### src/rtl/pdc_pkg.sv
// Package for the packet deframer/checker: codes, header layout tables,
// the queue entry type and the byte-wise reflected CRC-32 step.
// No dependencies.
package pdc_pkg;

  localparam int HDR_BYTES     = 86;
  localparam int TRAILER_BYTES = 4;
  localparam int NUM_FIELDS    = 13;

  localparam logic [31:0] CRC_POLY = 32'hEDB8_8320;
  localparam logic [31:0] CRC_INIT = 32'hFFFF_FFFF;

  // result kinds
  localparam logic [1:0] KIND_PAYLOAD = 2'd0;
  localparam logic [1:0] KIND_FIELD   = 2'd1;
  localparam logic [1:0] KIND_STATUS  = 2'd2;

  // status codes
  localparam logic [2:0] ST_OK      = 3'd0;
  localparam logic [2:0] ST_SHORT   = 3'd1;
  localparam logic [2:0] ST_VERSION = 3'd2;
  localparam logic [2:0] ST_PAYLOAD = 3'd3;
  localparam logic [2:0] ST_LENGTH  = 3'd4;
  localparam logic [2:0] ST_CRC     = 3'd5;

  // field numbers with a side effect
  localparam logic [3:0] FLD_VERSION   = 4'd0;
  localparam logic [3:0] FLD_ATOMS     = 4'd4;
  localparam logic [3:0] FLD_PAYLOAD   = 4'd12;

  // config register indexes
  localparam int         CFG_IDX_W        = 1;
  localparam logic [0:0] CFG_EXP_VERSION  = 1'b0;
  localparam logic [0:0] CFG_RECORD_BYTES = 1'b1;

  // front-to-back queue
  localparam int QUEUE_DEPTH = 4;
  localparam int QPTR_W      = 2;

  typedef struct packed {
    logic [7:0]  data;      // received byte
    logic        fin;       // last byte of the packet
    logic        crc_en;    // byte enters the CRC
    logic        trl_en;    // byte belongs to the trailer
    logic        emit;      // byte produces a field or payload result
    logic [1:0]  kind;
    logic [3:0]  field_idx;
    logic [63:0] value;     // on fin: {atom_total, declared_payload}
    logic        short_pkt;
    logic        ver_bad;
    logic        len_bad;
  } pdc_entry_t;

  // offset of the last byte of each header field
  function automatic logic [6:0] fld_end(input logic [3:0] f);
    logic [6:0] e;
    unique case (f)
      4'd0:    e = 7'd1;
      4'd1:    e = 7'd5;
      4'd2:    e = 7'd13;
      4'd3:    e = 7'd21;
      4'd4:    e = 7'd25;
      4'd5:    e = 7'd33;
      4'd6:    e = 7'd41;
      4'd7:    e = 7'd49;
      4'd8:    e = 7'd57;
      4'd9:    e = 7'd65;
      4'd10:   e = 7'd73;
      4'd11:   e = 7'd81;
      default: e = 7'd85;
    endcase
    return e;
  endfunction

  // byte width of each header field
  function automatic logic [3:0] fld_len(input logic [3:0] f);
    logic [3:0] n;
    unique case (f)
      4'd0:                  n = 4'd2;
      4'd1, 4'd4, 4'd12:     n = 4'd4;
      default:               n = 4'd8;
    endcase
    return n;
  endfunction

  // header field that a header byte offset falls in
  function automatic logic [3:0] field_of(input logic [6:0] pos);
    logic [3:0] idx;
    idx = 4'(NUM_FIELDS - 1);
    for (int i = NUM_FIELDS - 2; i >= 0; i--) begin
      if (pos <= fld_end(4'(i))) idx = 4'(i);
    end
    return idx;
  endfunction

  function automatic logic [31:0] crc_byte(input logic [31:0] c, input logic [7:0] b);
    logic [31:0] r;
    r = c ^ {24'd0, b};
    for (int i = 0; i < 8; i++) begin
      r = r[0] ? ((r >> 1) ^ CRC_POLY) : (r >> 1);
    end
    return r;
  endfunction

endpackage

### src/rtl/pdc_ifs.sv
// Channel interfaces of the packet deframer/checker: byte input, result
// output and config write. Depends on pdc_pkg.
interface pdc_in_if;
  logic       valid;
  logic       ready;
  logic [7:0] rx_byte;
  logic       final_byte;
  modport source (output valid, rx_byte, final_byte, input ready);
  modport sink   (input valid, rx_byte, final_byte, output ready);
endinterface


### src/rtl/pdc_front.sv
// Front end: byte counter, header field assembly and byte classification.
// Depends on pdc_pkg and pdc_ifs; feeds pdc_fifo.
module pdc_front #(
  parameter int COUNT_BITS = 40
) (
  input  logic                clk,
  input  logic                rst_n,
  pdc_in_if.sink              in_ch,
  input  logic [15:0]         expected_version,
  input  logic                q_full,
  output logic                push,
  output pdc_pkg::pdc_entry_t push_entry
);
  import pdc_pkg::*;

  localparam int WIDE = ((COUNT_BITS > 32) ? COUNT_BITS : 32) + 2;

  logic [COUNT_BITS-1:0] cnt_r, cnt_nxt;
  logic [63:0]           fs_r, fs_nxt;
  logic [31:0]           atom_r, atom_nxt;
  logic [31:0]           dp_r, dp_nxt;
  logic                  vbad_r, vbad_nxt;

  logic [7:0]      b;
  logic            fin;
  logic            in_hdr;
  logic [3:0]      fidx;
  logic            fdone;
  logic [63:0]     fs_shift;
  logic [63:0]     fval;
  logic [WIDE-1:0] posw, pay_end, trl_end, len_expect;
  logic            is_pay, is_trl;

  assign in_ch.ready = !q_full;
  assign push        = in_ch.valid && in_ch.ready;
  assign b           = in_ch.rx_byte;
  assign fin         = in_ch.final_byte;

  always_comb begin
    cnt_nxt  = (cnt_r == {COUNT_BITS{1'b1}}) ? cnt_r : cnt_r + 1'b1;
    in_hdr   = cnt_r < COUNT_BITS'(HDR_BYTES);
    fidx     = field_of(cnt_r[6:0]);
    fdone    = in_hdr && (cnt_r[6:0] == fld_end(fidx));
    // version is big-endian, the rest little-endian
    fs_shift = (fidx == FLD_VERSION) ? {fs_r[55:0], b} : {b, fs_r[63:8]};

    if (fidx == FLD_VERSION) begin
      fval = {48'd0, fs_shift[15:0]};
    end else if (fld_len(fidx) == 4'd4) begin
      fval = {32'd0, fs_shift[63:32]};
    end else begin
      fval = fs_shift;
    end

    posw    = WIDE'(cnt_r);
    pay_end = WIDE'(dp_r) + WIDE'(HDR_BYTES);
    trl_end = WIDE'(dp_r) + WIDE'(HDR_BYTES + TRAILER_BYTES);
    is_pay  = !in_hdr && (posw < pay_end);
    is_trl  = !in_hdr && !is_pay && (posw < trl_end);

    atom_nxt = (fdone && fidx == FLD_ATOMS)   ? fval[31:0] : atom_r;
    dp_nxt   = (fdone && fidx == FLD_PAYLOAD) ? fval[31:0] : dp_r;
    vbad_nxt = (fdone && fidx == FLD_VERSION) ? (fval[15:0] != expected_version) : vbad_r;

    if (fdone) begin
      fs_nxt = '0;
    end else if (in_hdr) begin
      fs_nxt = fs_shift;
    end else begin
      fs_nxt = fs_r;
    end

    len_expect = WIDE'(dp_nxt) + WIDE'(HDR_BYTES + TRAILER_BYTES);

    push_entry.data      = b;
    push_entry.fin       = fin;
    push_entry.crc_en    = in_hdr || is_pay;
    push_entry.trl_en    = is_trl;
    push_entry.emit      = fdone || is_pay;
    push_entry.kind      = fdone ? KIND_FIELD : KIND_PAYLOAD;
    push_entry.field_idx = fdone ? fidx : 4'd0;
    if (fin) begin
      push_entry.value = {atom_nxt, dp_nxt};
    end else if (fdone) begin
      push_entry.value = fval;
    end else begin
      push_entry.value = {56'd0, b};
    end
    push_entry.short_pkt = cnt_nxt < COUNT_BITS'(HDR_BYTES + TRAILER_BYTES);
    push_entry.ver_bad   = vbad_nxt;
    push_entry.len_bad   = WIDE'(cnt_nxt) != len_expect;
  end

  always_ff @(posedge clk) begin
    if (!rst_n) begin
      cnt_r  <= '0;
      fs_r   <= '0;
      atom_r <= '0;
      dp_r   <= '0;
      vbad_r <= 1'b0;
    end else if (push) begin
      if (fin) begin
        cnt_r  <= '0;
        fs_r   <= '0;
        atom_r <= '0;
        dp_r   <= '0;
        vbad_r <= 1'b0;
      end else begin
        cnt_r  <= cnt_nxt;
        fs_r   <= fs_nxt;
        atom_r <= atom_nxt;
        dp_r   <= dp_nxt;
        vbad_r <= vbad_nxt;
      end
    end
  end

endmodule

### src/flat_wrapper.sv
// flat-port wrapper written by rule: the top's interface ports become plain ports
module pdc_front_flat import pdc_pkg::*;
#(
  parameter int COUNT_BITS = 40
)
  (clk, rst_n, expected_version, q_full, push, push_entry, in_ch_valid, in_ch_rx_byte, in_ch_final_byte, in_ch_ready);
  pdc_in_if in_ch_i ();
  input  logic clk;
  input  logic rst_n;
  input  logic [15:0] expected_version;
  input  logic q_full;
  output logic push;
  output pdc_pkg::pdc_entry_t push_entry;
  input wire logic [$bits(in_ch_i.valid)-1:0] in_ch_valid;
  input wire logic [$bits(in_ch_i.rx_byte)-1:0] in_ch_rx_byte;
  input wire logic [$bits(in_ch_i.final_byte)-1:0] in_ch_final_byte;
  output wire logic [$bits(in_ch_i.ready)-1:0] in_ch_ready;
  assign in_ch_i.valid = in_ch_valid;
  assign in_ch_i.rx_byte = in_ch_rx_byte;
  assign in_ch_i.final_byte = in_ch_final_byte;
  assign in_ch_ready = in_ch_i.ready;
  pdc_front #(.COUNT_BITS(COUNT_BITS)) u_core (.clk(clk), .rst_n(rst_n), .in_ch(in_ch_i), .expected_version(expected_version), .q_full(q_full), .push(push), .push_entry(push_entry));
endmodule
### config.mk
export PLATFORM = sky130hd
export DESIGN_NAME = pdc_front_flat
export DESIGN_NICKNAME = d
export VERILOG_FILES = /design/src/rtl/pdc_pkg.sv /design/src/rtl/pdc_ifs.sv /design/src/rtl/pdc_front.sv /design/src/flat_wrapper.sv
export SDC_FILE = /design/constraint.sdc
export NUM_CORES = 1
export LEC_CHECK = 0
export BUFFER_PORTS_ARGS = -buffer_cell sky130_fd_sc_hd__buf_4
export CORE_MARGIN = 2
export CORE_UTILIZATION = 45
export CTS_BUF_LIST = sky130_fd_sc_hd__clkbuf_4
export CTS_CLUSTER_SIZE = 16
export DETAILED_ROUTE_END_ITERATION = 7
export HOLD_SLACK_MARGIN = 0.06
export MAX_ROUTING_LAYER = met4
export PLACE_DENSITY = 0.72
export SKIP_CTS_REPAIR_TIMING = 1
export SLEW_MARGIN = 20
export SYNTH_ARGS = -nofsm -noshare
export SYNTH_HDL_FRONTEND = slang
export SYNTH_SLANG_ARGS = --single-unit
### constraint.sdc
create_clock -name clk -period 6.5 [get_ports clk]
set_input_delay 0.325 -clock clk [delete_from_list [all_inputs] [get_ports clk]]
set_output_delay 0.325 -clock clk [all_outputs]
set_load 0.005 [all_outputs]
==> metrics.md <==
| Metric | Value |
|---|---|
| Fin Setup TNS | `0 ns` |
| Die area | `35700 um^2` |
| Post-synthesis compound-gate area fraction | `23.9%` |
| Hold path depth | `5` |
| Worst-path clk slew | `0.21 ns` |
| Antenna violations before repair | `2` |
| Yosys warns | `0` |
| Routability cong. | `1.04` |
| Post-synthesis adder-cell area fraction | `5.99%` |
| Post-synth ARST share | `0%` |
| CP dominant cell by count | `buf_4` |
| Die width | `189 um` |
| Crit path buf inv count | `7` |
| CP arrival | `6.06 ns` |
| Synth area leader | `dfxtp_1` |
| First-pass GRT wire length | `100000 um` |
| CP cell instances | `buf_4 > o21ba_4 > maj3_2 > a22oi_2 > o211ai_1 > buf_4 > ha_4 > buf_6 > nor4b_4 > a21boi_4 > buf_6 > nor3_2 > o21ai_2 > buf_4 > buf_4 > o211ai_1 > a31oi_4 > or2_4 > nor3_1 > or3b_2 > a31oi_1 > nand4_1 > buf_4` |
| Clk buf depth | `2` |
| Crit path launch type | `register` |
| Synth unique cells | `81` |
| Yosys reg bits | `169` |
| Routed Antenna Nets | `0` |
| Power density over the cells | `114 nW/um^2` |
| Max stage delay on crit path | `0.45 ns` |
| Sink Count | `169` |
| Final Max Slew Viols | `0` |
| Worst-Margin Slew | `1.04 ns` |
| Seq/Total Area, Yosys | `22.0%` |
| Status | `finished with violations` |
| Initial DRT Pass Iterations | `8` |
| Most frequent cells in the layout | `nand2_1 (305), o21ai_0 (263), buf_4 (204)` |
| Largest family of logic cells by synthesized area | `simple AND/OR/NAND/NOR gates` |
| Drt drc | `1` |
| Worst setup path class | `reg -> out` |
| Main synth FF type | `dfxtp_1` |
| GRT overflow | `0` |
| Peak supply drop | `0.134 mV` |
| Total number of vias | `17300` |
| Reg2reg path depth | `20` |
| Die H | `189 um` |
| Tot Pwr | `2000 uW` |
| Simple-Gate Fraction of Synth Area | `28.8%` |
| H-tree Lvls | `4` |
| Tmin final | `6.38 ns` |
| Worst-path maximum fanout | `9` |
| Post-Syn Nets | `2281` |
| Commonest non-fill, non-tap cell in the layout | `nand2_1` |
| Num rows | `67` |
| All-layer global routing usage | `38.2%` |
| Achievable clock frequency | `157 MHz` |
| Fraction of synthesized cell area in xor and xnor cells | `8.98%` |
| Initial DRC Count | `2136` |
| Core area | `33600 um^2` |
| Dpl hpwl | `50200 um` |
| Cells after synthesis | `2179` |
| Drt wl/cell | `25.4 um` |
| Final setup fails | `0` |
| CP required | `6.17 ns` |
| Critical Path Stages | `23` |
| Multiplexer area fraction after synthesis | `4.67%` |
| Number of port buffers | `114` |
| Yosys top cell area share | `22.0%` |
| Leak pwr | `0.00644 uW` |
| Worst Setup End Kind | `primary output` |
| Mapped Area | `15400 um^2` |
| Root buffer cell | `clkbuf_4` |
| Nets | `2335` |
| # Max-Cap Violations | `0` |
| Critical-path top delay cell | `or3b_2` |
| Period utilization | `98.2%` |
| Synth Area per Inst | `7.07 um^2` |
| Violated checks | `DRC` |
| Synth top area cells | `dfxtp_1 (22%), o21ai_0 (8.7%), nand2_1 (7.5%)` |
| TritonCTS clock tree | `done` |
| Routed wire length | `68300 um` |
| Worst Hold Class | `in -> reg` |
| Starting Density | `45.8%` |
| Total CTS buffers | `17` |
| Vias per inst | `6.41` |
| Vias in the first global route | `15900` |
| Max_slew headroom | `30.7%` |
| Largest net degree at the start of global routing | `86` |
| Final hold vios | `0` |
| Proportion of layout cells with a drive suffix above 1 | `15.3%` |
| Skew-Pair Late Insertion Delay | `0.72 ns` |
| Setup Skew | `0.0620 ns` |
| Delay-heaviest family, CP | `compound AO/OA/AOI/OAI gates` |
| Total I/O pin count | `116` |
| Synth-to-Final Area Change | `14.1%` |
| Post-synth EDFFs | `0` |
metal layers:
metal / routed length [um] / vias up / GRT usage, % / share of wire (%)
li1: - / 7821 / - / -
met3: 5830 / 238 / 6.17 / 8.5
met4: 4460 / 0 / 22.1 / 6.5
met2: 31000 / 992 / 59.5 / 45
met1: 27000 / 8231 / 46.9 / 40
met5: 0 / - / - / 0
power breakdown:
part	switching [uW]	internal [uW]	leakage (uW)
logic	193	97.6	0.00493
clock network	469	204	0.000143
registers	2.74	1040	0.00136
sequential cells by signal, indices dropped and copies added (netlist names):
signal / cells
u_core.cnt_r: 40
u_core.atom_r: 32
u_core.fs_r: 64
u_core.vbad_r: 1
u_core.dp_r: 32
Yosys cell counts, drive strengths merged, types with 28 or more instances:
library cell and instances:
nand2 309, o21ai 283, dfxtp 169, clkbuf 140
nor2 130, and2 114, a21oi 99, xnor2 85
ha 73, xor2 73, mux2i 64, nand3 58
nor2b 51, nor3 47, nand4 45, buf 37
and3 29, inv 29, or3 28
path summary, 6_finish.rpt:
kind / start / endpoint / slack, ns
worst max-delay path: u_core.cnt_r[0]$_SDFFE_PN0P_ / push_entry[0] / 0.12
worst max register to register: u_core.cnt_r[0]$_SDFFE_PN0P_ / u_core.atom_r[22]$_SDFFE_PN0P_ / 1.37
worst min-delay path: in_ch_rx_byte[7] / u_core.fs_r[7]$_SDFFE_PN0P_ / 0.11
worst min register to register: u_core.atom_r[30]$_SDFFE_PN0P_ / u_core.atom_r[30]$_SDFFE_PN0P_ / 0.47
metrics by stage:
step           setup slack, ns  hold slack (ns)  util [%]  cells  area [um^2]
2_1_floorplan            0.301            0.418         -   2179        15400
4_1_cts                 -0.591           0.0740      50.5   2672        17000
5_1_grt                -0.0746            0.144      52.3   2694        17600
3_5_place_dp             0.238            0.441      49.7   2642        16700
6_report                 0.117            0.112      52.3   2694        17600
3_3_place_gp             0.340            0.430      49.7   2642        16700
final cells by class:
type                       count  area, um^2
clock buffer                  18         135
inverter                      31         116
tap                          448         561
timing repair buffer         212        1630
clock inverter                12         134
fill                        3313       16000
antenna                        2        5.00
multi-input combinational   1802       11600
sequential                   169        3390
worst min-delay path: stages:
cell and delay (ns):
buf_4 0.17, nand2_1 0.07, a21oi_1 0.05, a21oi_1 0.11, nor2b_1 0.05
logic make-up (layout without fill, tap and decap cells):
family	count (synthesis)	after routing
AND/OR/NAND/NOR	889	889
AO/OA/AOI/OAI	609	609
buffers and inverters	208	273
flip-flops	169	169
XOR/XNOR	158	158
adder cells (fa/ha/maj)	74	74
multiplexers	71	71
other	1	3
Note: power is estimated with default switching activity, not from simulation.
